--- src/assert_macros.svh ---
// assertion macros of the heading error block, included by the sequencing controller
// each macro assumes a clock named clk and a synchronous reset named rst
`ifndef ASSERT_MACROS_SVH
`define ASSERT_MACROS_SVH

// property checked on every rising edge outside reset
`define WPH_ASSERT(label, prop, msg) \
  label: assert property (@(posedge clk) disable iff (rst) (prop)) else $error(msg);

// property checked on every rising edge, reset included
`define WPH_ASSERT_ALWAYS(label, prop, msg) \
  label: assert property (@(posedge clk) (prop)) else $error(msg);

`endif

--- src/wph_pkg.sv ---
// shared types and constants of the waypoint heading error block
// no dependencies; used by the controller, the datapath and the top level
package wph_pkg;

  // configuration register indexes
  localparam logic [1:0] REG_DEST_LAT  = 2'd0;
  localparam logic [1:0] REG_DEST_LON  = 2'd1;
  localparam logic [1:0] REG_DEADBAND  = 2'd2;

  // reset values of the configuration registers
  localparam logic signed [30:0] DEST_LAT_RESET = 31'sd100000034;
  localparam logic signed [31:0] DEST_LON_RESET = 32'sd100000010;
  localparam logic [14:0]        DEADBAND_RESET = 15'd400;

  // datapath widths
  localparam int XY_W   = 36;   // cordic x and y, holds gain growth of a 33 bit vector
  localparam int Z_W    = 34;   // angle accumulator, 2^32 per turn
  localparam int ZABS_W = 33;
  localparam int PROD_W = 49;

  // angle constants
  localparam logic signed [Z_W-1:0] ANG_QUARTER = 34'sd1073741824;
  localparam logic [15:0]           CDEG_TURN   = 16'd36000;
  localparam logic signed [17:0]    CDEG_HALF   = 18'sd18000;
  localparam logic signed [17:0]    CDEG_FULL   = 18'sd36000;
  localparam logic [PROD_W-1:0]     ROUND_HALF  = 49'h0_0000_8000_0000;

  // controller to datapath commands
  typedef struct packed {
    logic       capture;   // take the input fix
    logic       load;      // load the cordic with a difference vector
    logic       step;      // one vectoring iteration
    logic [4:0] idx;       // iteration index
    logic       conv1;     // angle magnitude times 36000
    logic       conv2;     // round and wrap to hundredths
    logic       err;       // heading error and dead band
    logic       sel_b;     // second pass: heading from the previous fix
    logic       out_load;  // move results into the output register
  } wph_cmd_t;

  // datapath to controller status
  typedef struct packed {
    logic axis;            // difference vector has zero latitude change
  } wph_status_t;

  // atan(2^-i) in angle units of 2^32 per turn
  function automatic logic [29:0] atan_entry(input logic [4:0] i);
    logic [29:0] v;
    case (i)
      5'd0:  v = 30'd536870912;
      5'd1:  v = 30'd316933406;
      5'd2:  v = 30'd167458907;
      5'd3:  v = 30'd85004756;
      5'd4:  v = 30'd42667331;
      5'd5:  v = 30'd21354465;
      5'd6:  v = 30'd10679838;
      5'd7:  v = 30'd5340245;
      5'd8:  v = 30'd2670163;
      5'd9:  v = 30'd1335087;
      5'd10: v = 30'd667544;
      5'd11: v = 30'd333772;
      5'd12: v = 30'd166886;
      5'd13: v = 30'd83443;
      5'd14: v = 30'd41722;
      5'd15: v = 30'd20861;
      5'd16: v = 30'd10430;
      5'd17: v = 30'd5215;
      5'd18: v = 30'd2608;
      5'd19: v = 30'd1304;
      5'd20: v = 30'd652;
      5'd21: v = 30'd326;
      5'd22: v = 30'd163;
      5'd23: v = 30'd81;
      5'd24: v = 30'd41;
      5'd25: v = 30'd20;
      5'd26: v = 30'd10;
      5'd27: v = 30'd5;
      5'd28: v = 30'd3;
      5'd29: v = 30'd1;
      5'd30: v = 30'd1;
      default: v = 30'd0;
    endcase
    return v;
  endfunction

endpackage

--- src/wph_ctrl.sv ---
// sequencing controller: two cordic passes per fix, then the output register
// depends on wph_pkg and assert_macros.svh
`include "assert_macros.svh"

module wph_ctrl
  import wph_pkg::*;
#(
  parameter int CORDIC_STEPS = 16
) (
  input  logic        clk,
  input  logic        rst,
  input  logic        in_valid,
  output logic        in_ready,
  output logic        out_valid,
  input  logic        out_ready,
  input  wph_status_t status,
  output wph_cmd_t    cmd
);

  localparam int CW = $clog2(CORDIC_STEPS);
  localparam logic [CW-1:0] LAST = CW'(CORDIC_STEPS - 1);

  typedef enum logic [2:0] {
    S_IDLE,
    S_LOAD,
    S_ITER,
    S_CONV1,
    S_CONV2,
    S_ERR,
    S_DONE
  } state_t;

  state_t        state;
  logic          phase;
  logic [CW-1:0] cnt;
  logic          accept;
  logic          out_free;

  assign in_ready = (state == S_IDLE);
  assign accept   = in_valid && in_ready;
  assign out_free = !out_valid || out_ready;

  // command decode
  always_comb begin
    cmd          = '0;
    cmd.capture  = accept;
    cmd.load     = (state == S_LOAD);
    cmd.step     = (state == S_ITER) && !status.axis;
    cmd.idx      = 5'(cnt);
    cmd.conv1    = (state == S_CONV1);
    cmd.conv2    = (state == S_CONV2);
    cmd.err      = (state == S_ERR);
    cmd.sel_b    = phase;
    cmd.out_load = (state == S_DONE) && out_free;
  end

  // state, pass, iteration count and output valid
  always_ff @(posedge clk) begin
    if (rst) begin
      state     <= S_IDLE;
      phase     <= 1'b0;
      cnt       <= '0;
      out_valid <= 1'b0;
    end else begin
      // output valid: set on a result load, cleared when taken
      if (cmd.out_load) begin
        out_valid <= 1'b1;
      end else if (out_ready) begin
        out_valid <= 1'b0;
      end
      case (state)
        S_IDLE: begin
          if (accept) begin
            state <= S_LOAD;
            phase <= 1'b0;
          end
        end
        S_LOAD: begin
          state <= S_ITER;
          cnt   <= '0;
        end
        S_ITER: begin
          if (status.axis || cnt == LAST) begin
            state <= S_CONV1;
          end else begin
            cnt <= cnt + 1'b1;
          end
        end
        S_CONV1: state <= S_CONV2;
        S_CONV2: state <= phase ? S_DONE : S_ERR;
        S_ERR: begin
          state <= S_LOAD;
          phase <= 1'b1;
        end
        S_DONE: begin
          if (out_free) begin
            state <= S_IDLE;
          end
        end
        default: state <= S_IDLE;
      endcase
    end
  end

  // checks
  `WPH_ASSERT(a_no_overwrite, cmd.out_load |-> (!out_valid || out_ready), "result overwritten")
  `WPH_ASSERT(a_load_valid, cmd.out_load |=> out_valid, "loaded result not valid")
  `WPH_ASSERT(a_start_pass, accept |=> (state == S_LOAD && !phase), "accept did not start first pass")
  `WPH_ASSERT(a_cnt_range, cnt <= LAST, "iteration count out of range")

endmodule

--- src/wph_datapath.sv ---
// datapath: config registers, fix and heading state, shared cordic atan2 unit,
// angle conversion, heading error and output register; depends on wph_pkg
module wph_datapath
  import wph_pkg::*;
(
  input  logic               clk,
  input  logic               rst,
  input  logic               cfg_valid,
  input  logic [1:0]         cfg_index,
  input  logic [31:0]        cfg_data,
  input  logic signed [30:0] rover_lat,
  input  logic signed [31:0] rover_lon,
  input  wph_cmd_t           cmd,
  output wph_status_t        status,
  output logic signed [15:0] turn_error,
  output logic signed [15:0] bearing
);

  // configuration and state
  logic signed [30:0] dest_lat;
  logic signed [31:0] dest_lon;
  logic [14:0]        deadband;
  logic signed [30:0] prev_lat;
  logic signed [31:0] prev_lon;
  logic signed [15:0] heading;

  // working registers
  logic signed [30:0]       fix_lat;
  logic signed [31:0]       fix_lon;
  logic signed [XY_W-1:0]   cx;
  logic signed [XY_W-1:0]   cy;
  logic signed [Z_W-1:0]    cz;
  logic                     axis;
  logic                     axis_neg;
  logic                     zneg;
  logic [PROD_W-1:0]        prod;
  logic signed [15:0]       brg;
  logic signed [15:0]       err;

  // difference vector operands
  logic signed [30:0] ya, yb;
  logic signed [31:0] xa, xb;
  logic signed [31:0] dy, ndy;
  logic signed [32:0] dx, ndx;
  logic               dy_zero, dy_pos, dx_neg;

  // cordic step terms
  logic signed [XY_W-1:0] sx, sy;
  logic signed [Z_W-1:0]  tab;
  logic                   y_pos;

  // conversion terms
  logic [ZABS_W-1:0] zabs;
  logic [PROD_W-1:0] rsum;
  logic [16:0]       qmag;
  logic signed [17:0] q, qw;
  logic signed [15:0] ang;

  // error terms
  logic signed [16:0] e, ew, emag;

  assign status.axis = axis;

  // configuration writes
  always_ff @(posedge clk) begin
    if (rst) begin
      dest_lat <= DEST_LAT_RESET;
      dest_lon <= DEST_LON_RESET;
      deadband <= DEADBAND_RESET;
    end else if (cfg_valid) begin
      case (cfg_index)
        REG_DEST_LAT: dest_lat <= cfg_data[30:0];
        REG_DEST_LON: dest_lon <= cfg_data;
        REG_DEADBAND: deadband <= cfg_data[14:0];
        default: ;
      endcase
    end
  end

  // operand select and pre-rotation of vectors with negative x
  always_comb begin
    ya      = cmd.sel_b ? fix_lat : dest_lat;
    yb      = cmd.sel_b ? prev_lat : fix_lat;
    xa      = cmd.sel_b ? fix_lon : dest_lon;
    xb      = cmd.sel_b ? prev_lon : fix_lon;
    dy      = 32'(ya) - 32'(yb);
    ndy     = 32'(yb) - 32'(ya);
    dx      = 33'(xa) - 33'(xb);
    ndx     = 33'(xb) - 33'(xa);
    dy_zero = (dy == '0);
    dy_pos  = !dy[31] && !dy_zero;
    dx_neg  = dx[32];
  end

  // cordic step
  always_comb begin
    sx    = cx >>> cmd.idx;
    sy    = cy >>> cmd.idx;
    tab   = Z_W'(atan_entry(cmd.idx));
    y_pos = !cy[XY_W-1] && (cy != '0);
  end

  // angle conversion: round half away from zero, then wrap
  always_comb begin
    zabs = cz[Z_W-1] ? ZABS_W'(-cz) : ZABS_W'(cz);
    rsum = prod + ROUND_HALF;
    qmag = rsum[PROD_W-1:32];
    q    = zneg ? -18'(qmag) : 18'(qmag);
    if (q > CDEG_HALF) begin
      qw = q - CDEG_FULL;
    end else if (q <= -CDEG_HALF) begin
      qw = q + CDEG_FULL;
    end else begin
      qw = q;
    end
    if (axis) begin
      ang = axis_neg ? 16'(CDEG_HALF) : 16'sd0;
    end else begin
      ang = qw[15:0];
    end
  end

  // heading error with wrap and dead band
  always_comb begin
    e = 17'(brg) - 17'(heading);
    if (e > 17'(CDEG_HALF)) begin
      ew = e - 17'(CDEG_FULL);
    end else if (e <= -17'(CDEG_HALF)) begin
      ew = e + 17'(CDEG_FULL);
    end else begin
      ew = e;
    end
    emag = ew[16] ? -ew : ew;
  end

  // state registers
  always_ff @(posedge clk) begin
    if (rst) begin
      prev_lat <= '0;
      prev_lon <= '0;
      heading  <= '0;
    end else if (cmd.conv2 && cmd.sel_b) begin
      heading  <= ang;
      prev_lat <= fix_lat;
      prev_lon <= fix_lon;
    end
  end

  // working registers and output register
  always_ff @(posedge clk) begin
    if (cmd.capture) begin
      fix_lat <= rover_lat;
      fix_lon <= rover_lon;
    end
    if (cmd.load) begin
      axis     <= dy_zero;
      axis_neg <= dx_neg;
      if (dx_neg && dy_pos) begin
        cx <= XY_W'(dy);
        cy <= XY_W'(ndx);
        cz <= ANG_QUARTER;
      end else if (dx_neg) begin
        cx <= XY_W'(ndy);
        cy <= XY_W'(dx);
        cz <= -ANG_QUARTER;
      end else begin
        cx <= XY_W'(dx);
        cy <= XY_W'(dy);
        cz <= '0;
      end
    end else if (cmd.step) begin
      if (y_pos) begin
        cx <= cx + sy;
        cy <= cy - sx;
        cz <= cz + tab;
      end else begin
        cx <= cx - sy;
        cy <= cy + sx;
        cz <= cz - tab;
      end
    end
    if (cmd.conv1) begin
      zneg <= cz[Z_W-1];
      prod <= PROD_W'(zabs) * PROD_W'(CDEG_TURN);
    end
    if (cmd.conv2 && !cmd.sel_b) begin
      brg <= ang;
    end
    if (cmd.err) begin
      err <= (emag <= 17'(deadband)) ? 16'sd0 : ew[15:0];
    end
    if (cmd.out_load) begin
      turn_error <= err;
      bearing    <= brg;
    end
  end

endmodule

--- src/waypoint_heading_error_core.sv ---
// Sequence per fix: capture, bearing pass (load, cordic iterations, conversion), heading
// error, heading pass, then output load once the output register is free; a pass whose
// difference vector has zero latitude change ends its iterations early. A new fix is
// taken only after that load: the single cordic unit runs both passes for each fix.
// Reset: synchronous; config registers return to their defaults, previous fix and
// heading clear to zero, no result pending.
module waypoint_heading_error_core
  import wph_pkg::*;
#(
  parameter int CORDIC_STEPS = 16
) (
  input  logic        clk,
  input  logic        rst,
  input  logic        cfg_valid,
  output logic        cfg_ready,
  input  logic [1:0]  cfg_index,
  input  logic [31:0] cfg_data,
  input  logic        s_axis_tvalid,
  output logic        s_axis_tready,
  input  logic [63:0] s_axis_tdata,   // rover_lat [30:0], rover_lon [62:31], bit 63 unused
  output logic        m_axis_tvalid,
  input  logic        m_axis_tready,
  output logic [31:0] m_axis_tdata    // turn_error [15:0], bearing [31:16]
);

  wph_cmd_t           cmd;
  wph_status_t        status;
  logic signed [15:0] turn_error;
  logic signed [15:0] bearing;

  // config writes always taken
  assign cfg_ready    = 1'b1;
  assign m_axis_tdata = {bearing, turn_error};

  // sequencing controller
  wph_ctrl #(
    .CORDIC_STEPS(CORDIC_STEPS)
  ) u_ctrl (
    .clk      (clk),
    .rst      (rst),
    .in_valid (s_axis_tvalid),
    .in_ready (s_axis_tready),
    .out_valid(m_axis_tvalid),
    .out_ready(m_axis_tready),
    .status   (status),
    .cmd      (cmd)
  );

  // datapath
  wph_datapath u_dp (
    .clk       (clk),
    .rst       (rst),
    .cfg_valid (cfg_valid),
    .cfg_index (cfg_index),
    .cfg_data  (cfg_data),
    .rover_lat (s_axis_tdata[30:0]),
    .rover_lon (s_axis_tdata[62:31]),
    .cmd       (cmd),
    .status    (status),
    .turn_error(turn_error),
    .bearing   (bearing)
  );

endmodule
--- config.mk ---
export PLATFORM = sky130hd
export DESIGN_NAME = waypoint_heading_error_core
export DESIGN_NICKNAME = d
export VERILOG_FILES = /design/src/wph_pkg.sv /design/src/wph_ctrl.sv /design/src/wph_datapath.sv /design/src/waypoint_heading_error_core.sv
export VERILOG_INCLUDE_DIRS = /design/src /design/src/src
export SDC_FILE = /design/constraint.sdc
export NUM_CORES = 2
export LEC_CHECK = 0
export BUFFER_PORTS_ARGS = -buffer_cell sky130_fd_sc_hd__buf_2
export CORE_UTILIZATION = 47
export CTS_BUF_LIST = sky130_fd_sc_hd__clkbuf_8
export DETAILED_ROUTE_END_ITERATION = 10
export MAX_ROUTING_LAYER = met4
export PLACE_DENSITY_LB_ADDON = 0.3
export SETUP_SLACK_MARGIN = 0.2
export SKIP_CTS_REPAIR_TIMING = 1
export SLEW_MARGIN = 20
export SYNTH_ARGS = -nofsm -noshare
export SYNTH_HDL_FRONTEND = slang
export SYNTH_SLANG_ARGS = --single-unit
export TNS_END_PERCENT = 50
--- constraint.sdc ---
create_clock -name clk -period 14.1 [get_ports clk]
set_input_delay 2.115 -clock clk [delete_from_list [all_inputs] [get_ports clk]]
set_output_delay 2.115 -clock clk [all_outputs]
set_load 0.01 [all_outputs]
==> metrics.md <==
| Metric | Value |
|---|---|
| Outcome | complete, but fails checks |
| Violated checks | design-rule violations |
| Most frequent cells in the layout | nand2_1, a21oi_1, ha_1 |
| Reg2Reg Launch Point | u_dp.cz[4]$_SDFFCE_PP0P_ |
| Routability cong. | 0.970 |
| Main synth FF type | edfxtp_1 |
| Largest net degree at the start of global routing | 78 |
| # DRC | 2 |
| CTS Buf Count | 82 |
| Worst setup endpoint | u_dp.prod[47]$_DFFE_PN_ |
| RSZ-0062 raised after global routing | no |
| Endpoint type of the worst setup path | register |
| Share of post-route cells with drive strength above 1 | 8.37% |
| Via density | 5.83 |
| Worst Path Required | 14.58 ns |
| Post-synth EDFFs | between 200 and 300 |
| Final Cycle Share | 56.3% |
| Initial antenna violation count | 2 |
| Arr. time, crit path | 8.42 ns |
| Synthesized Nets | 5930 |
| CP Launch Point | u_dp.cz[4]$_SDFFCE_PP0P_ |
| DRT Pass-1 Iters | 9 |
| Worst Reg2Reg Path Length in Cells | 25 |
| Clk slew on worst S/H paths | 0.06 ns |
| I/O Pins | 138 |
| Met3 GRT Util | 3.04% |
| Syn avg cell area | roughly 8.5 um2 |
| Most common cell after layout, fill and taps aside | nand2_1 |
| Max FO, Critical Path | 6 |
| Slew headroom | 24.6% |
| Die Span Y | 311 um |
| CTS H-tree depth | 3 |
| Final hold violations | 0 |
| P&R area growth vs syn | 7.13% |
| Std-Cell Rows | 113 |
| Netlist Area Pre-Place | between 40000 and 50000 um2 |
| Final Net Count | 5925 |
| Hold_ws | between 0.4 and 0.5 ns |
| CTS tree | done |
| Reg2reg end | u_dp.prod[47]$_DFFE_PN_ |
| Reg2Reg Setup Slack | 6.16 ns |
| Vias in the first global route | 36200 |
| Max Clock Freq | 126 MHz |
| Antenna-violating nets left | 0 |
| Crit Path Category | reg2reg |
| Flops & latches, synth | 450 |
| PortBufs | around 140 |
| Unique cell type count in the Yosys netlist | approximately 110 |
| DRT Wirelength | 129000 um |
| Global route total overflow | 0 |
| First-pass GRT wire length | 201000 um |
| Sequential share of the synthesized area | 25.7% |
| Async SR Flop Fraction | 0% |
| Root buf cell | clkbuf_8 |
| Die area | 96900 um2 |
| Grt met1 use | 35.1% |
| Worst hold path startpoint | u_dp.err[8]$_SDFFCE_PP0P_ |
| Worst Skew | 0.0373 ns |
| Total core area | between 90000 and 100000 um2 |
| Final setup viols | 0 |
| Post-route setup TNS | 0 ns |
| Skew-Pair Late Insertion Delay | 0.76 ns |
| Worst slew pin tran | 1.12 ns |
| Syn. warnings | 0 |
| Number of max-cap violations | 0 |
| Die width | 311 um |
| Max Root-Sink Buffers | 3 |
| Max-slew violation count | 0 |
| CTS Sinks | between 400 and 500 |
| Via Count | 38500 |
| Syn Inst Count | 5275 |
| Gr usage total | a little over a quarter |
| Initial DRC Count | 2935 |
| Period minus WS final | 7.94 ns |
| WL/cell | 19.5 um |
| DP Wirelength | approximately 100000 um |
| Placed Cells | 6451 |
| Hold Crit Class | reg2reg |
| Initial Utilization | 47.4% |
| Critical Path Start Type | register |
| Non-Filler Instances | between 6000 and 7000 |
| Fillcell total | 9112 |
| Grt met2 use | 42.4% |
| GRT busiest layer | met2 |
sequential cells by signal (all words and copies together), names as in the netlist, 3 cells and up:
name / cells
u_dp.cx: 36
u_dp.cy: 36
u_dp.cz: 34
u_dp.dest_lon: 32
u_dp.fix_lon: 32
u_dp.prev_lon: 32
u_dp.dest_lat: 31
u_dp.fix_lat: 31
u_dp.prev_lat: 31
u_dp.tab: 30
u_dp.prod: 18
u_dp.bearing: 16
u_dp.brg: 16
u_dp.err: 16
u_dp.heading: 16
u_dp.turn_error: 16
u_dp.deadband: 15
u_ctrl.cnt: 4
u_ctrl.state: 3
worst min path at each step:
stage	cells after the start	to	slack, ns
after floorplan	0	u_dp.turn_error[0]$_DFFE_PP_	0.40
after global placement	0	u_dp.turn_error[1]$_DFFE_PP_	0.40
after detailed placement	0	u_dp.turn_error[5]$_DFFE_PP_	0.40
after CTS	0	u_dp.turn_error[8]$_DFFE_PP_	0.41
after global routing	0	u_dp.turn_error[10]$_DFFE_PP_	0.42
final	0	u_dp.turn_error[8]$_DFFE_PP_	0.41
area by class of cell:
class	count	area, um2	area share (%)
timing repair buffer	169	933	1.94
tap	1265	1580	3.29
inverter	433	1630	3.38
clock inverter	62	433	0.899
antenna	3	7.51	0.0156
sequential	450	11600	24.0
clock buffer	92	1270	2.63
multi-input combinational	4134	30700	63.8
critical path, cell delays in order, from the launching register on:
cell,delay (ns)
edfxtp_1,0.50
nor4_1,0.35
nand4_1,0.19
or3_1,0.44
o41ai_1,0.33
xnor2_1,0.38
ha_1,0.35
ha_1,0.28
inv_1,0.06
fa_1,0.53
inv_1,0.06
fa_1,0.51
fa_1,0.49
ha_1,0.31
nand3_1,0.10
nor2_1,0.15
o21a_1,0.15
nand4_1,0.12
o311ai_1,0.65
nand3_1,0.25
a21o_1,0.23
and2_1,0.15
o41ai_1,0.56
a21oi_1,0.19
o21bai_1,0.23
xor2_1,0.09
Yosys cell counts, types with 33 or more instances:
library cell	count	area, um2
o21ai_0	251	1260
o21a_1	45	338
xor2_1	147	1290
nor2_1	335	1260
xnor2_1	265	2320
inv_1	427	1600
and2_1	36	225
nor2b_1	54	338
a21o_1	142	1070
or3_1	40	250
nor3_1	80	400
ha_1	461	5770
nand2_1	615	2310
mux4_2	65	1460
clkbuf_1	174	653
a211oi_1	39	293
mux2i_1	219	2190
nand2b_1	55	344
buf_1	33	124
o211ai_1	33	248
buf_2	33	165
o21bai_1	39	293
and3_1	39	244
nand3_1	103	515
nand4_1	48	300
fa_1	91	1820
o21ai_1	47	235
a21oi_1	465	2330
a31oi_1	66	413
edfxtp_1	254	7630
dfxtp_1	196	3920
metrics by stage:
stage	setup slack, ns	util [%]	cell area (um2)
after floorplan	7.42	-	44900
after global placement	6.20	49.0	46400
after detailed placement	6.12	49.0	46400
after CTS	6.09	50.7	48100
after global routing	5.62	50.8	48200
final	6.16	50.8	48200
layer usage:
layer,vias up,wire (um)
li1,18800,-
met1,18400,57800
met2,1142,59400
met3,208,6780
met4,0,4930
met5,-,0
logic make-up after synthesis:
| group | synth area share (%) |
|---|---|
| adders and majority gates | 16.9 |
| xor gates and xnor gates | 8.03 |
| AOI/OAI and AO/OA | 18.7 |
| DFF | 25.7 |
| other | 0.00834 |
| and+or+nand+nor | 15.6 |
| muxes | 8.95 |
| buffers and inverters | 6.10 |
Power is not shown: default switching activity piles up to over one toggle a cycle in this logic, so the estimate is an artifact.
